==> src/rtl/led_driver_two_wire_frame_writer_macros.svh <==
// Assertion macros for the frame writer RTL.
// Depends on nothing; included by lddw_back, the module that carries checks.
`ifndef LED_DRIVER_TWO_WIRE_FRAME_WRITER_MACROS_SVH
`define LED_DRIVER_TWO_WIRE_FRAME_WRITER_MACROS_SVH
`ifndef SYNTHESIS
// Implication or plain property, checked on every rising edge out of reset.
`define LDDW_ASSERT(lbl, clk, rst_n, prop, msg) \
  lbl: assert property (@(posedge clk) disable iff (!rst_n) (prop)) else $error(msg);
// Condition that must never be seen on a rising edge out of reset.
`define LDDW_ASSERT_NEVER(lbl, clk, rst_n, expr, msg) \
  lbl: assert property (@(posedge clk) disable iff (!rst_n) !(expr)) else $error(msg);
`else
`define LDDW_ASSERT(lbl, clk, rst_n, prop, msg)
`define LDDW_ASSERT_NEVER(lbl, clk, rst_n, expr, msg)
`endif
`endif

==> src/rtl/lddw_pkg.sv <==
// Shared types and constants of the two-wire LED frame writer.
// Depends on nothing; imported by every module of the block.
package lddw_pkg;

  // Number of digits in one update, default for the top-level parameter
  localparam int DIGIT_COUNT_DEF = 4;
  // Segment bytes carried by one start word
  localparam int SEG_INPUTS = 4;
  // Depth of the queue between front and back
  localparam int Q_DEPTH = 2;

  // Fixed bytes of an update
  localparam logic [7:0] CMD_DATA   = 8'h40;
  localparam logic [7:0] CMD_ADDR   = 8'hC0;
  localparam logic [7:0] CTRL_RESET = 8'h8F;

  // Input word codes
  localparam logic OP_TICK  = 1'b0;
  localparam logic OP_START = 1'b1;

  // One classified input word
  typedef struct packed {
    logic                             is_start;
    logic [SEG_INPUTS-1:0][7:0]       segs;
  } lddw_cmd_t;

endpackage

==> src/rtl/lddw_front.sv <==
// Front stage: accepts input words, classifies them and hands them to the queue.
// Depends on lddw_pkg.
module lddw_front (
  input  logic                clk,
  input  logic                rst_n,
  input  logic                in_valid,
  output logic                in_stall,
  input  logic                in_opcode,
  input  logic [7:0]          in_seg0,
  input  logic [7:0]          in_seg1,
  input  logic [7:0]          in_seg2,
  input  logic [7:0]          in_seg3,
  output logic                push,
  output lddw_pkg::lddw_cmd_t push_cmd,
  input  logic                q_ready
);
  import lddw_pkg::*;

  logic       fr_valid_r, fr_valid_nxt;
  lddw_cmd_t  fr_cmd_r;
  logic       in_take;

  // Stall only when a held word cannot move on
  assign in_stall = fr_valid_r && !q_ready;
  assign in_take  = in_valid && !in_stall;
  assign push     = fr_valid_r && q_ready;
  assign push_cmd = fr_cmd_r;

  // Advance or drop the held word
  always_comb begin
    fr_valid_nxt = fr_valid_r;
    if (in_take) begin
      fr_valid_nxt = 1'b1;
    end else if (push) begin
      fr_valid_nxt = 1'b0;
    end
  end

  always_ff @(posedge clk) begin
    if (!rst_n) begin
      fr_valid_r <= 1'b0;
    end else begin
      fr_valid_r <= fr_valid_nxt;
    end
  end

  // Classify and hold the payload
  always_ff @(posedge clk) begin
    if (in_take) begin
      fr_cmd_r.is_start <= (in_opcode == OP_START);
      fr_cmd_r.segs     <= {in_seg3, in_seg2, in_seg1, in_seg0};
    end
  end

endmodule

==> src/rtl/lddw_queue.sv <==
// Short queue between the front stage and the pin sequencer.
// Depends on lddw_pkg.
module lddw_queue (
  input  logic                clk,
  input  logic                rst_n,
  input  logic                push,
  input  lddw_pkg::lddw_cmd_t push_cmd,
  output logic                q_ready,
  input  logic                pop,
  output logic                q_valid,
  output lddw_pkg::lddw_cmd_t q_cmd
);
  import lddw_pkg::*;

  localparam int PW = (Q_DEPTH > 1) ? $clog2(Q_DEPTH) : 1;
  localparam int CW = $clog2(Q_DEPTH + 1);

  lddw_cmd_t         entry_r [Q_DEPTH];
  logic [PW-1:0]     wr_ptr_r, wr_ptr_nxt;
  logic [PW-1:0]     rd_ptr_r, rd_ptr_nxt;
  logic [CW-1:0]     count_r, count_nxt;

  assign q_ready = (count_r != CW'(Q_DEPTH));
  assign q_valid = (count_r != '0);
  assign q_cmd   = entry_r[rd_ptr_r];

  // Advance pointers and count
  always_comb begin
    wr_ptr_nxt = wr_ptr_r;
    rd_ptr_nxt = rd_ptr_r;
    count_nxt  = count_r;
    if (push) begin
      wr_ptr_nxt = (wr_ptr_r == PW'(Q_DEPTH - 1)) ? '0 : wr_ptr_r + 1'b1;
    end
    if (pop) begin
      rd_ptr_nxt = (rd_ptr_r == PW'(Q_DEPTH - 1)) ? '0 : rd_ptr_r + 1'b1;
    end
    if (push && !pop) begin
      count_nxt = count_r + 1'b1;
    end else if (pop && !push) begin
      count_nxt = count_r - 1'b1;
    end
  end

  always_ff @(posedge clk) begin
    if (!rst_n) begin
      wr_ptr_r <= '0;
      rd_ptr_r <= '0;
      count_r  <= '0;
    end else begin
      wr_ptr_r <= wr_ptr_nxt;
      rd_ptr_r <= rd_ptr_nxt;
      count_r  <= count_nxt;
    end
  end

  // Store the pushed word
  always_ff @(posedge clk) begin
    if (push) begin
      entry_r[wr_ptr_r] <= push_cmd;
    end
  end

endmodule

==> src/rtl/lddw_back.sv <==
// Back stage: runs the pin sequence of one update and registers the result word.
// Depends on lddw_pkg and the assertion macros header.
`include "led_driver_two_wire_frame_writer_macros.svh"
module lddw_back #(
  parameter int DIGIT_COUNT = lddw_pkg::DIGIT_COUNT_DEF
) (
  input  logic                clk,
  input  logic                rst_n,
  input  logic                q_valid,
  input  lddw_pkg::lddw_cmd_t q_cmd,
  output logic                pop,
  input  logic [7:0]          ctrl_byte,
  output logic                out_valid,
  input  logic                out_stall,
  output logic                out_clk_level,
  output logic                out_dio_level,
  output logic                out_busy_res,
  output logic                out_last,
  output logic                out_rejected
);
  import lddw_pkg::*;

  localparam int KW = $clog2(DIGIT_COUNT + 1);

  // Sequencer states
  localparam logic [1:0] ST_START = 2'd0;
  localparam logic [1:0] ST_BYTE  = 2'd1;
  localparam logic [1:0] ST_STOP  = 2'd2;
  // Transactions of one update
  localparam logic [1:0] TR_DATA  = 2'd0;
  localparam logic [1:0] TR_ADDR  = 2'd1;
  localparam logic [1:0] TR_CTRL  = 2'd2;

  logic [1:0]      st_r, st_nxt;
  logic [1:0]      trans_r, trans_nxt;
  logic [1:0]      sub_r, sub_nxt;
  logic [3:0]      bitn_r, bitn_nxt;
  logic [KW-1:0]   k_r, k_nxt;
  logic            running_r, running_nxt;
  logic            clock_pin_r, clock_pin_nxt;
  logic            data_pin_r, data_pin_nxt;
  logic [7:0]      seg_r [SEG_INPUTS];
  logic            seg_load;

  logic            out_valid_r, out_valid_nxt;
  logic            busy_r, last_r, rej_r;
  logic            busy_c, fin_c, rej_c;

  logic [2:0]      k_ext, seg_idx;
  logic [7:0]      cur_byte;
  logic            last_byte;

  // Take a queued word when the output register is free or being emptied
  assign pop = q_valid && (!out_valid_r || !out_stall);

  // Select the byte on the wire
  always_comb begin
    k_ext   = 3'(k_r);
    seg_idx = k_ext - 3'd1;
    case (trans_r)
      TR_DATA: cur_byte = CMD_DATA;
      TR_CTRL: cur_byte = ctrl_byte;
      default: begin
        if (k_r == '0) begin
          cur_byte = CMD_ADDR;
        end else if (seg_idx < 3'(SEG_INPUTS)) begin
          cur_byte = seg_r[seg_idx[1:0]];
        end else begin
          cur_byte = '0;
        end
      end
    endcase
    last_byte = (trans_r != TR_ADDR) || (k_r == KW'(DIGIT_COUNT));
  end

  // Step the pin sequence
  always_comb begin
    st_nxt        = st_r;
    trans_nxt     = trans_r;
    sub_nxt       = sub_r;
    bitn_nxt      = bitn_r;
    k_nxt         = k_r;
    running_nxt   = running_r;
    clock_pin_nxt = clock_pin_r;
    data_pin_nxt  = data_pin_r;
    seg_load      = 1'b0;
    busy_c        = 1'b0;
    fin_c         = 1'b0;
    rej_c         = 1'b0;
    if (pop) begin
      if (q_cmd.is_start) begin
        busy_c = 1'b1;
        if (running_r) begin
          rej_c = 1'b1;
        end else begin
          seg_load    = 1'b1;
          running_nxt = 1'b1;
          st_nxt      = ST_START;
          trans_nxt   = TR_DATA;
          sub_nxt     = '0;
          bitn_nxt    = '0;
          k_nxt       = '0;
        end
      end else if (running_r) begin
        busy_c = 1'b1;
        unique case (st_r)
          ST_START: begin
            if (sub_r == 2'd0) begin
              clock_pin_nxt = 1'b1;
              data_pin_nxt  = 1'b1;
              sub_nxt       = 2'd1;
            end else begin
              data_pin_nxt = 1'b0;
              st_nxt       = ST_BYTE;
              sub_nxt      = '0;
              bitn_nxt     = '0;
              k_nxt        = '0;
            end
          end
          ST_BYTE: begin
            if (!bitn_r[3]) begin
              // data bit: clock low, set data, clock high
              case (sub_r)
                2'd0:    clock_pin_nxt = 1'b0;
                2'd1:    data_pin_nxt  = cur_byte[bitn_r[2:0]];
                default: clock_pin_nxt = 1'b1;
              endcase
            end else begin
              // acknowledge clock with data released
              case (sub_r)
                2'd0: begin
                  clock_pin_nxt = 1'b0;
                  data_pin_nxt  = 1'b1;
                end
                2'd1:    clock_pin_nxt = 1'b1;
                default: clock_pin_nxt = 1'b0;
              endcase
            end
            if (sub_r == 2'd2) begin
              sub_nxt = '0;
              if (!bitn_r[3]) begin
                bitn_nxt = bitn_r + 4'd1;
              end else if (last_byte) begin
                st_nxt = ST_STOP;
              end else begin
                bitn_nxt = '0;
                k_nxt    = k_r + 1'b1;
              end
            end else begin
              sub_nxt = sub_r + 2'd1;
            end
          end
          ST_STOP: begin
            case (sub_r)
              2'd0:    clock_pin_nxt = 1'b0;
              2'd1:    data_pin_nxt  = 1'b0;
              2'd2:    clock_pin_nxt = 1'b1;
              default: data_pin_nxt  = 1'b1;
            endcase
            sub_nxt = sub_r + 2'd1;
            if (sub_r == 2'd3) begin
              st_nxt = ST_START;
              if (trans_r == TR_CTRL) begin
                fin_c       = 1'b1;
                running_nxt = 1'b0;
                trans_nxt   = TR_DATA;
              end else begin
                trans_nxt = trans_r + 2'd1;
              end
            end
          end
          default: begin
            st_nxt = ST_START;
          end
        endcase
      end
    end
  end

  // Hold the result until taken
  always_comb begin
    out_valid_nxt = out_valid_r;
    if (pop) begin
      out_valid_nxt = 1'b1;
    end else if (!out_stall) begin
      out_valid_nxt = 1'b0;
    end
  end

  always_ff @(posedge clk) begin
    if (!rst_n) begin
      st_r        <= ST_START;
      trans_r     <= TR_DATA;
      sub_r       <= '0;
      bitn_r      <= '0;
      k_r         <= '0;
      running_r   <= 1'b0;
      clock_pin_r <= 1'b1;
      data_pin_r  <= 1'b1;
      out_valid_r <= 1'b0;
    end else begin
      st_r        <= st_nxt;
      trans_r     <= trans_nxt;
      sub_r       <= sub_nxt;
      bitn_r      <= bitn_nxt;
      k_r         <= k_nxt;
      running_r   <= running_nxt;
      clock_pin_r <= clock_pin_nxt;
      data_pin_r  <= data_pin_nxt;
      out_valid_r <= out_valid_nxt;
    end
  end

  // Latch segments and result flags
  always_ff @(posedge clk) begin
    if (seg_load) begin
      for (int i = 0; i < SEG_INPUTS; i++) begin
        seg_r[i] <= q_cmd.segs[i];
      end
    end
    if (pop) begin
      busy_r <= busy_c;
      last_r <= fin_c;
      rej_r  <= rej_c;
    end
  end

  assign out_valid     = out_valid_r;
  assign out_clk_level = clock_pin_r;
  assign out_dio_level = data_pin_r;
  assign out_busy_res  = busy_r;
  assign out_last      = last_r;
  assign out_rejected  = rej_r;

  `LDDW_ASSERT(a_last_busy, clk, rst_n, out_valid_r && last_r |-> busy_r, "last word not busy")
  `LDDW_ASSERT_NEVER(a_last_rej, clk, rst_n, out_valid_r && last_r && rej_r, "last and rejected")
  `LDDW_ASSERT(a_rej_run, clk, rst_n, pop && q_cmd.is_start && running_r |=> rej_r && running_r, "busy start not rejected")
  `LDDW_ASSERT(a_fin_stop, clk, rst_n, pop && fin_c |=> !running_r && clock_pin_r && data_pin_r, "update end left pins low")
  `LDDW_ASSERT(a_idle_pins, clk, rst_n, pop && !q_cmd.is_start && !running_r |=> $stable(clock_pin_r) && $stable(data_pin_r), "idle tick moved pins")

endmodule

==> src/rtl/led_driver_two_wire_frame_writer.sv <==
// Two-wire LED driver frame writer: pin-level sequencer for one display update.
// Depends on lddw_pkg, lddw_front, lddw_queue and lddw_back.
//
// Input channel (in_valid / in_stall): one word per 10 us tick. A word with
// in_opcode 0 is a tick and advances the pin sequence by one step; a word with
// in_opcode 1 latches in_seg0..in_seg3 and starts an update, taking no tick.
// Result channel (out_valid / out_stall): exactly one word per input word, in
// order, giving the clock and data pin levels to hold for that tick, busy,
// the final-tick flag and the rejected flag for a start that came while busy.
// An update lasts 72 + 27 * (DIGIT_COUNT + 1) ticks, 207 at four digits.
// Configuration: cfg_we writes cfg_wdata as the display-control byte sent in
// the last transaction; write it only while the block is idle.
// Throughput is one word per cycle while out_stall is low; a word's result
// passes through the front register, the queue and the back output register.
// A stall on the result side fills the output register, then the two-entry
// queue and the front register, after which in_stall rises.
// Reset leaves both pins high, no update running and display control 0x8F.
module led_driver_two_wire_frame_writer #(
  parameter int DIGIT_COUNT = lddw_pkg::DIGIT_COUNT_DEF
) (
  input  logic       clk,
  input  logic       rst_n,
  input  logic       cfg_we,
  input  logic [7:0] cfg_wdata,
  input  logic       in_valid,
  output logic       in_stall,
  input  logic       in_opcode,
  input  logic [7:0] in_seg0,
  input  logic [7:0] in_seg1,
  input  logic [7:0] in_seg2,
  input  logic [7:0] in_seg3,
  output logic       out_valid,
  input  logic       out_stall,
  output logic       out_clk_level,
  output logic       out_dio_level,
  output logic       out_busy_res,
  output logic       out_last,
  output logic       out_rejected
);
  import lddw_pkg::*;

  logic [7:0] display_control_r;
  logic       push, pop, q_ready, q_valid;
  lddw_cmd_t  push_cmd, q_cmd;

  // Hold the display-control byte
  always_ff @(posedge clk) begin
    if (!rst_n) begin
      display_control_r <= CTRL_RESET;
    end else if (cfg_we) begin
      display_control_r <= cfg_wdata;
    end
  end

  lddw_front u_front (
    .clk      (clk),
    .rst_n    (rst_n),
    .in_valid (in_valid),
    .in_stall (in_stall),
    .in_opcode(in_opcode),
    .in_seg0  (in_seg0),
    .in_seg1  (in_seg1),
    .in_seg2  (in_seg2),
    .in_seg3  (in_seg3),
    .push     (push),
    .push_cmd (push_cmd),
    .q_ready  (q_ready)
  );

  lddw_queue u_queue (
    .clk     (clk),
    .rst_n   (rst_n),
    .push    (push),
    .push_cmd(push_cmd),
    .q_ready (q_ready),
    .pop     (pop),
    .q_valid (q_valid),
    .q_cmd   (q_cmd)
  );

  lddw_back #(
    .DIGIT_COUNT(DIGIT_COUNT)
  ) u_back (
    .clk          (clk),
    .rst_n        (rst_n),
    .q_valid      (q_valid),
    .q_cmd        (q_cmd),
    .pop          (pop),
    .ctrl_byte    (display_control_r),
    .out_valid    (out_valid),
    .out_stall    (out_stall),
    .out_clk_level(out_clk_level),
    .out_dio_level(out_dio_level),
    .out_busy_res (out_busy_res),
    .out_last     (out_last),
    .out_rejected (out_rejected)
  );

endmodule
==> config.mk <==
export PLATFORM = sky130hd
export DESIGN_NAME = led_driver_two_wire_frame_writer
export DESIGN_NICKNAME = d
export VERILOG_FILES = /design/src/rtl/lddw_pkg.sv /design/src/rtl/lddw_front.sv /design/src/rtl/lddw_queue.sv /design/src/rtl/lddw_back.sv /design/src/rtl/led_driver_two_wire_frame_writer.sv
export VERILOG_INCLUDE_DIRS = /design/src /design/src/rtl
export SDC_FILE = /design/constraint.sdc
export NUM_CORES = 1
export LEC_CHECK = 0
export BUFFER_PORTS_ARGS = -buffer_cell sky130_fd_sc_hd__buf_2
export CORE_AREA = 2 2 143 145
export CTS_CLUSTER_SIZE = 20
export DETAILED_ROUTE_END_ITERATION = 12
export DIE_AREA = 0 0 145 147
export PLACE_DENSITY = 0.5
export SYNTH_ARGS = -nofsm -noshare
export SYNTH_HDL_FRONTEND = slang
export SYNTH_SLANG_ARGS = --single-unit
==> constraint.sdc <==
create_clock -name clk -period 3 [get_ports clk]
set_input_delay 0.3 -clock clk [delete_from_list [all_inputs] [get_ports clk]]
set_output_delay 0.3 -clock clk [all_outputs]
set_load 0.02 [all_outputs]
==> impl_metrics.py <==
metrics = {
    "timing": {
        "rsz0062_at_grt": "no",
        "setup_violations": 0,
        "min_period_ns": 2.35,
        "fin_skew_ns": 0.0129,
        "finalCritPeriodShare_pct": 78.3,
        "hold_violations": 0,
        "tightestPinTransition_ns": 0.626,
        "slew_viol_final": 0,
        "slew_headroom_pct": 57.2,
        "max_freq_mhz": 425,
        "setup-tns-final_ns": 0,
    },
    "setup_path": {
        "reg2reg_slack_ns": 0.65,
        "start_kind": "flop",
        "critPathBufInv": 1,
        "crit_path_cell_trace": "mux2i_4 -> inv_6 -> ha_1 -> nor2_1 -> o311ai_1 -> or4b_2 -> a21boi_0",
        "crit_path_end_kind": "flop",
        "crit_path_max_fanout": 11,
        "required_ns": 3.35,
        "crit_type": "reg2reg",
        "cpPeakStageDelay_ns": 0.63,
        "path_delay_family": "simple AND/OR/NAND/NOR gates",
        "cpMaxStageDelayCell": "or4b_2",
        "arrival_ns": 2.70,
    },
    "drt": {
        "drc": 0,
        "wirelength_mm": 11.2,
        "vias": 3439,
        "drt-wirelength-per-cell_microns": 14.7,
        "dr.pass1.iters": 4,
        "detail-route-antenna-nets": 0,
        "drtIter0Drc": 167,
        "drt-vias-per-instance": 4.50,
    },
    "synth": {
        "syn_inst": 418,
        "synth_ff_type": "edfxtp_1",
        "synth_nets": 482,
        "synth_cell_types": 51,
        "ys_ff_latch": 165,
        "async_reset_ff_share_pct": 0,
        "ys_seq_area_share_pct": 70.6,
        "synth_area_per_cell_sq_um": 15.7,
        "ys_warn_count": 0,
        "synth_edf_count": 134,
        "synth_area_sq_mm": 0.00658,
    },
    "layout": {
        "fin_nets": 547,
        "antenna_cells": 0,
        "fillers": 1852,
        "final_layout_size_suffix_gt1_share_pct": 27.9,
        "fin_cells": 764,
        "layout.core_utilization_pct": 39.0,
        "area_delta_synth_final_pct": 17.4,
    },
    "power": {
        "p_int_mw": 4.38,
        "seq_power_share_pct": 50.3,
        "leakagePower_nw": 2.70,
        "ir_worst_vdd_uv": 399,
        "power_frac_clock_pct": 34.4,
        "pwr-share-comb_pct": 15.3,
        "cellPowerDensity_mw_per_mm2": 766,
        "netSwitchingFraction_pct": 26.0,
        "switching_power_mw": 1.54,
    },
    "placed_design": {
        "dp_cells": 734,
        "gp_congestion": 0.789,
        "io_buffer_count": 52,
        "dpl.hpwl_mm": 7.37,
    },
    "clock_network": {
        "cts.clk_slew.worst_paths_ns": 0.07,
        "root_buffer": "clkbuf_16",
        "clock_path_buffers": 2,
        "cts_max_level": 4,
        "cts_made_buffers": 17,
        "post_cts_buffers": 0,
        "clock_latency_ns": 0.42,
        "cts_tree": "yes",
        "ctsResizeCount": 0,
        "hold_buffers": 0,
        "cts_sinks": 165,
    },
    "floorplan": {
        "pin_count": 53,
        "fp.coreArea_sq_mm": 0.0198,
        "rows": 52,
        "dieArea_sq_mm": 0.0213,
        "initial_core_util_pct": 33.2,
        "die_h_microns": 147,
        "fp.dieW_microns": 145,
    },
    "global_routing": {
        "grt_pass1_vias": 3675,
        "grt_start_max_net_pins": 35,
        "antenna_found_initial": 0,
        "grt-ovfl-total": 0,
        "grtUsageTotal_pct": 11.3,
        "grt_pass1_wl_mm": 18.8,
    },
    "status": {
        "status": "completed",
    },
    "min_path": {
        "hp-class": "in2reg",
    },
    "run": {
        "cap_viol_max_count": 0,
    },
}
through the flow:
step / power (mW) / hold slack (ns) / cell area [sq um] / setup WS [ns]
final: 5.92 / 0.0517 / 7730 / 0.650
after CTS: 6.01 / 0.0274 / 7730 / 0.650
after floorplan: 3.67 / 0.399 / 6580 / 0.403
after global placement: 3.92 / 0.425 / 7180 / 0.743
after detailed placement: 3.95 / 0.431 / 7180 / 0.670
after global routing: 6.21 / 0.0282 / 7730 / 0.447
area by class of cell:
class                   instances  area (sq um)  share of cell area [%]
clock buffers                  17           425                    5.50
clock inverters                13           126                    1.63
inverters                      19          76.3                   0.987
multi-input cells             222          1820                    23.5
flip-flops and latches        165          4640                    60.1
well taps                     270           338                    4.37
repair buffers                 58           305                    3.95
sequential cells by signal (all words and copies together) (netlist names), 2 cells and up, named ones only:
register           cells
u_queue.entry_r       66
u_back.k_ext           3
u_back.st_r            2
u_back.sub_r           2
u_back.seg_r          32
u_queue.count_r        2
u_front.push_cmd      33
display_control_r      8
u_back.trans_r         2
u_back.bitn_r          4
layer usage:
metal  part of all wire, %  global-route usage [%]  up-vias
met4                   1.6                    4.26        0
met2                    47                    18.3       59
li1                      -                       -     1700
met1                    48                    14.2     1665
met3                   4.0                    3.54       15
met5                     0                       0        -
final timing paths:
| path | cells after the start | endpoint | from |
|---|---|---|---|
| worst max register to register | 7 | u_back.sub_r[1] | flop |
| worst min register to register | 0 | u_queue.entry_r[1][19] | u_front.push_cmd[19] |
| worst min-delay path | 1 | u_front.push_cmd[10] | in_seg1[2] |
| worst max-delay path | 7 | u_back.sub_r[1] | flop |
power by group through the flow:
stage / sequential, mW / clock [mW] / combinational (mW)
after floorplan: 3.01 / 0 / 0.657
after global placement: 3.02 / 0 / 0.902
after detailed placement: 3.03 / 0 / 0.919
after CTS: 2.98 / 2.10 / 0.925
after global routing: 3.02 / 2.18 / 1.02
final: 2.98 / 2.04 / 0.906
cells in the final DEF, fill, tap and decap left out, types with 3 or more instances in the layout:
| cell | n |
|---|---|
| edfxtp_1 | 134 |
| buf_2 | 52 |
| mux2_2 | 32 |
| dfxtp_1 | 31 |
| nand2_1 | 26 |
| mux2i_1 | 18 |
| ha_1 | 18 |
| inv_1 | 17 |
| clkbuf_16 | 17 |
| nor2_1 | 14 |
| a21oi_1 | 14 |
| nor2b_1 | 11 |
| o21ai_0 | 8 |
| a21boi_0 | 7 |
| mux4_2 | 7 |
| and2_1 | 6 |
| buf_4 | 6 |
| nand2b_1 | 5 |
| nand3_1 | 5 |
| clkinv_4 | 5 |
| or2_2 | 4 |
| xnor2_1 | 4 |
| inv_6 | 3 |
| and3_1 | 3 |
| nor3_1 | 3 |
| a22oi_1 | 3 |
cells by family after synthesis:
group,synth area share (%)
DFF,70.6
and+or+nand+nor,6.67
muxes,10.9
AOI/OAI and AO/OA,5.66
buffers and inverters,1.94
adders and majority gates,3.42
xor gates and xnor gates,0.798
synth_stat cells (5+ instances only):
cell,number,area (sq um)
nand3_1,5,25.0
edfxtp_1,134,4020
a21oi_1,14,70.1
nor2b_1,12,75.1
mux2_2,32,360
inv_1,17,63.8
ha_1,18,225
nand2_1,26,97.6
dfxtp_1,31,621
nand2b_1,5,31.3
and2_1,6,37.5
a21boi_0,7,52.6
clkbuf_1,9,33.8
nor2_1,15,56.3
o21ai_0,8,40.0
mux4_2,7,158
mux2i_1,18,180
worst register-to-register path, stage by stage (launching register included):
cell      delay, ns
dfxtp_1        0.39
mux2i_4        0.45
inv_6          0.10
ha_1           0.22
nor2_1         0.16
o311ai_1       0.19
or4b_2         0.63
a21boi_0       0.15
No activity file was read; power rests on OpenSTA's default activity.
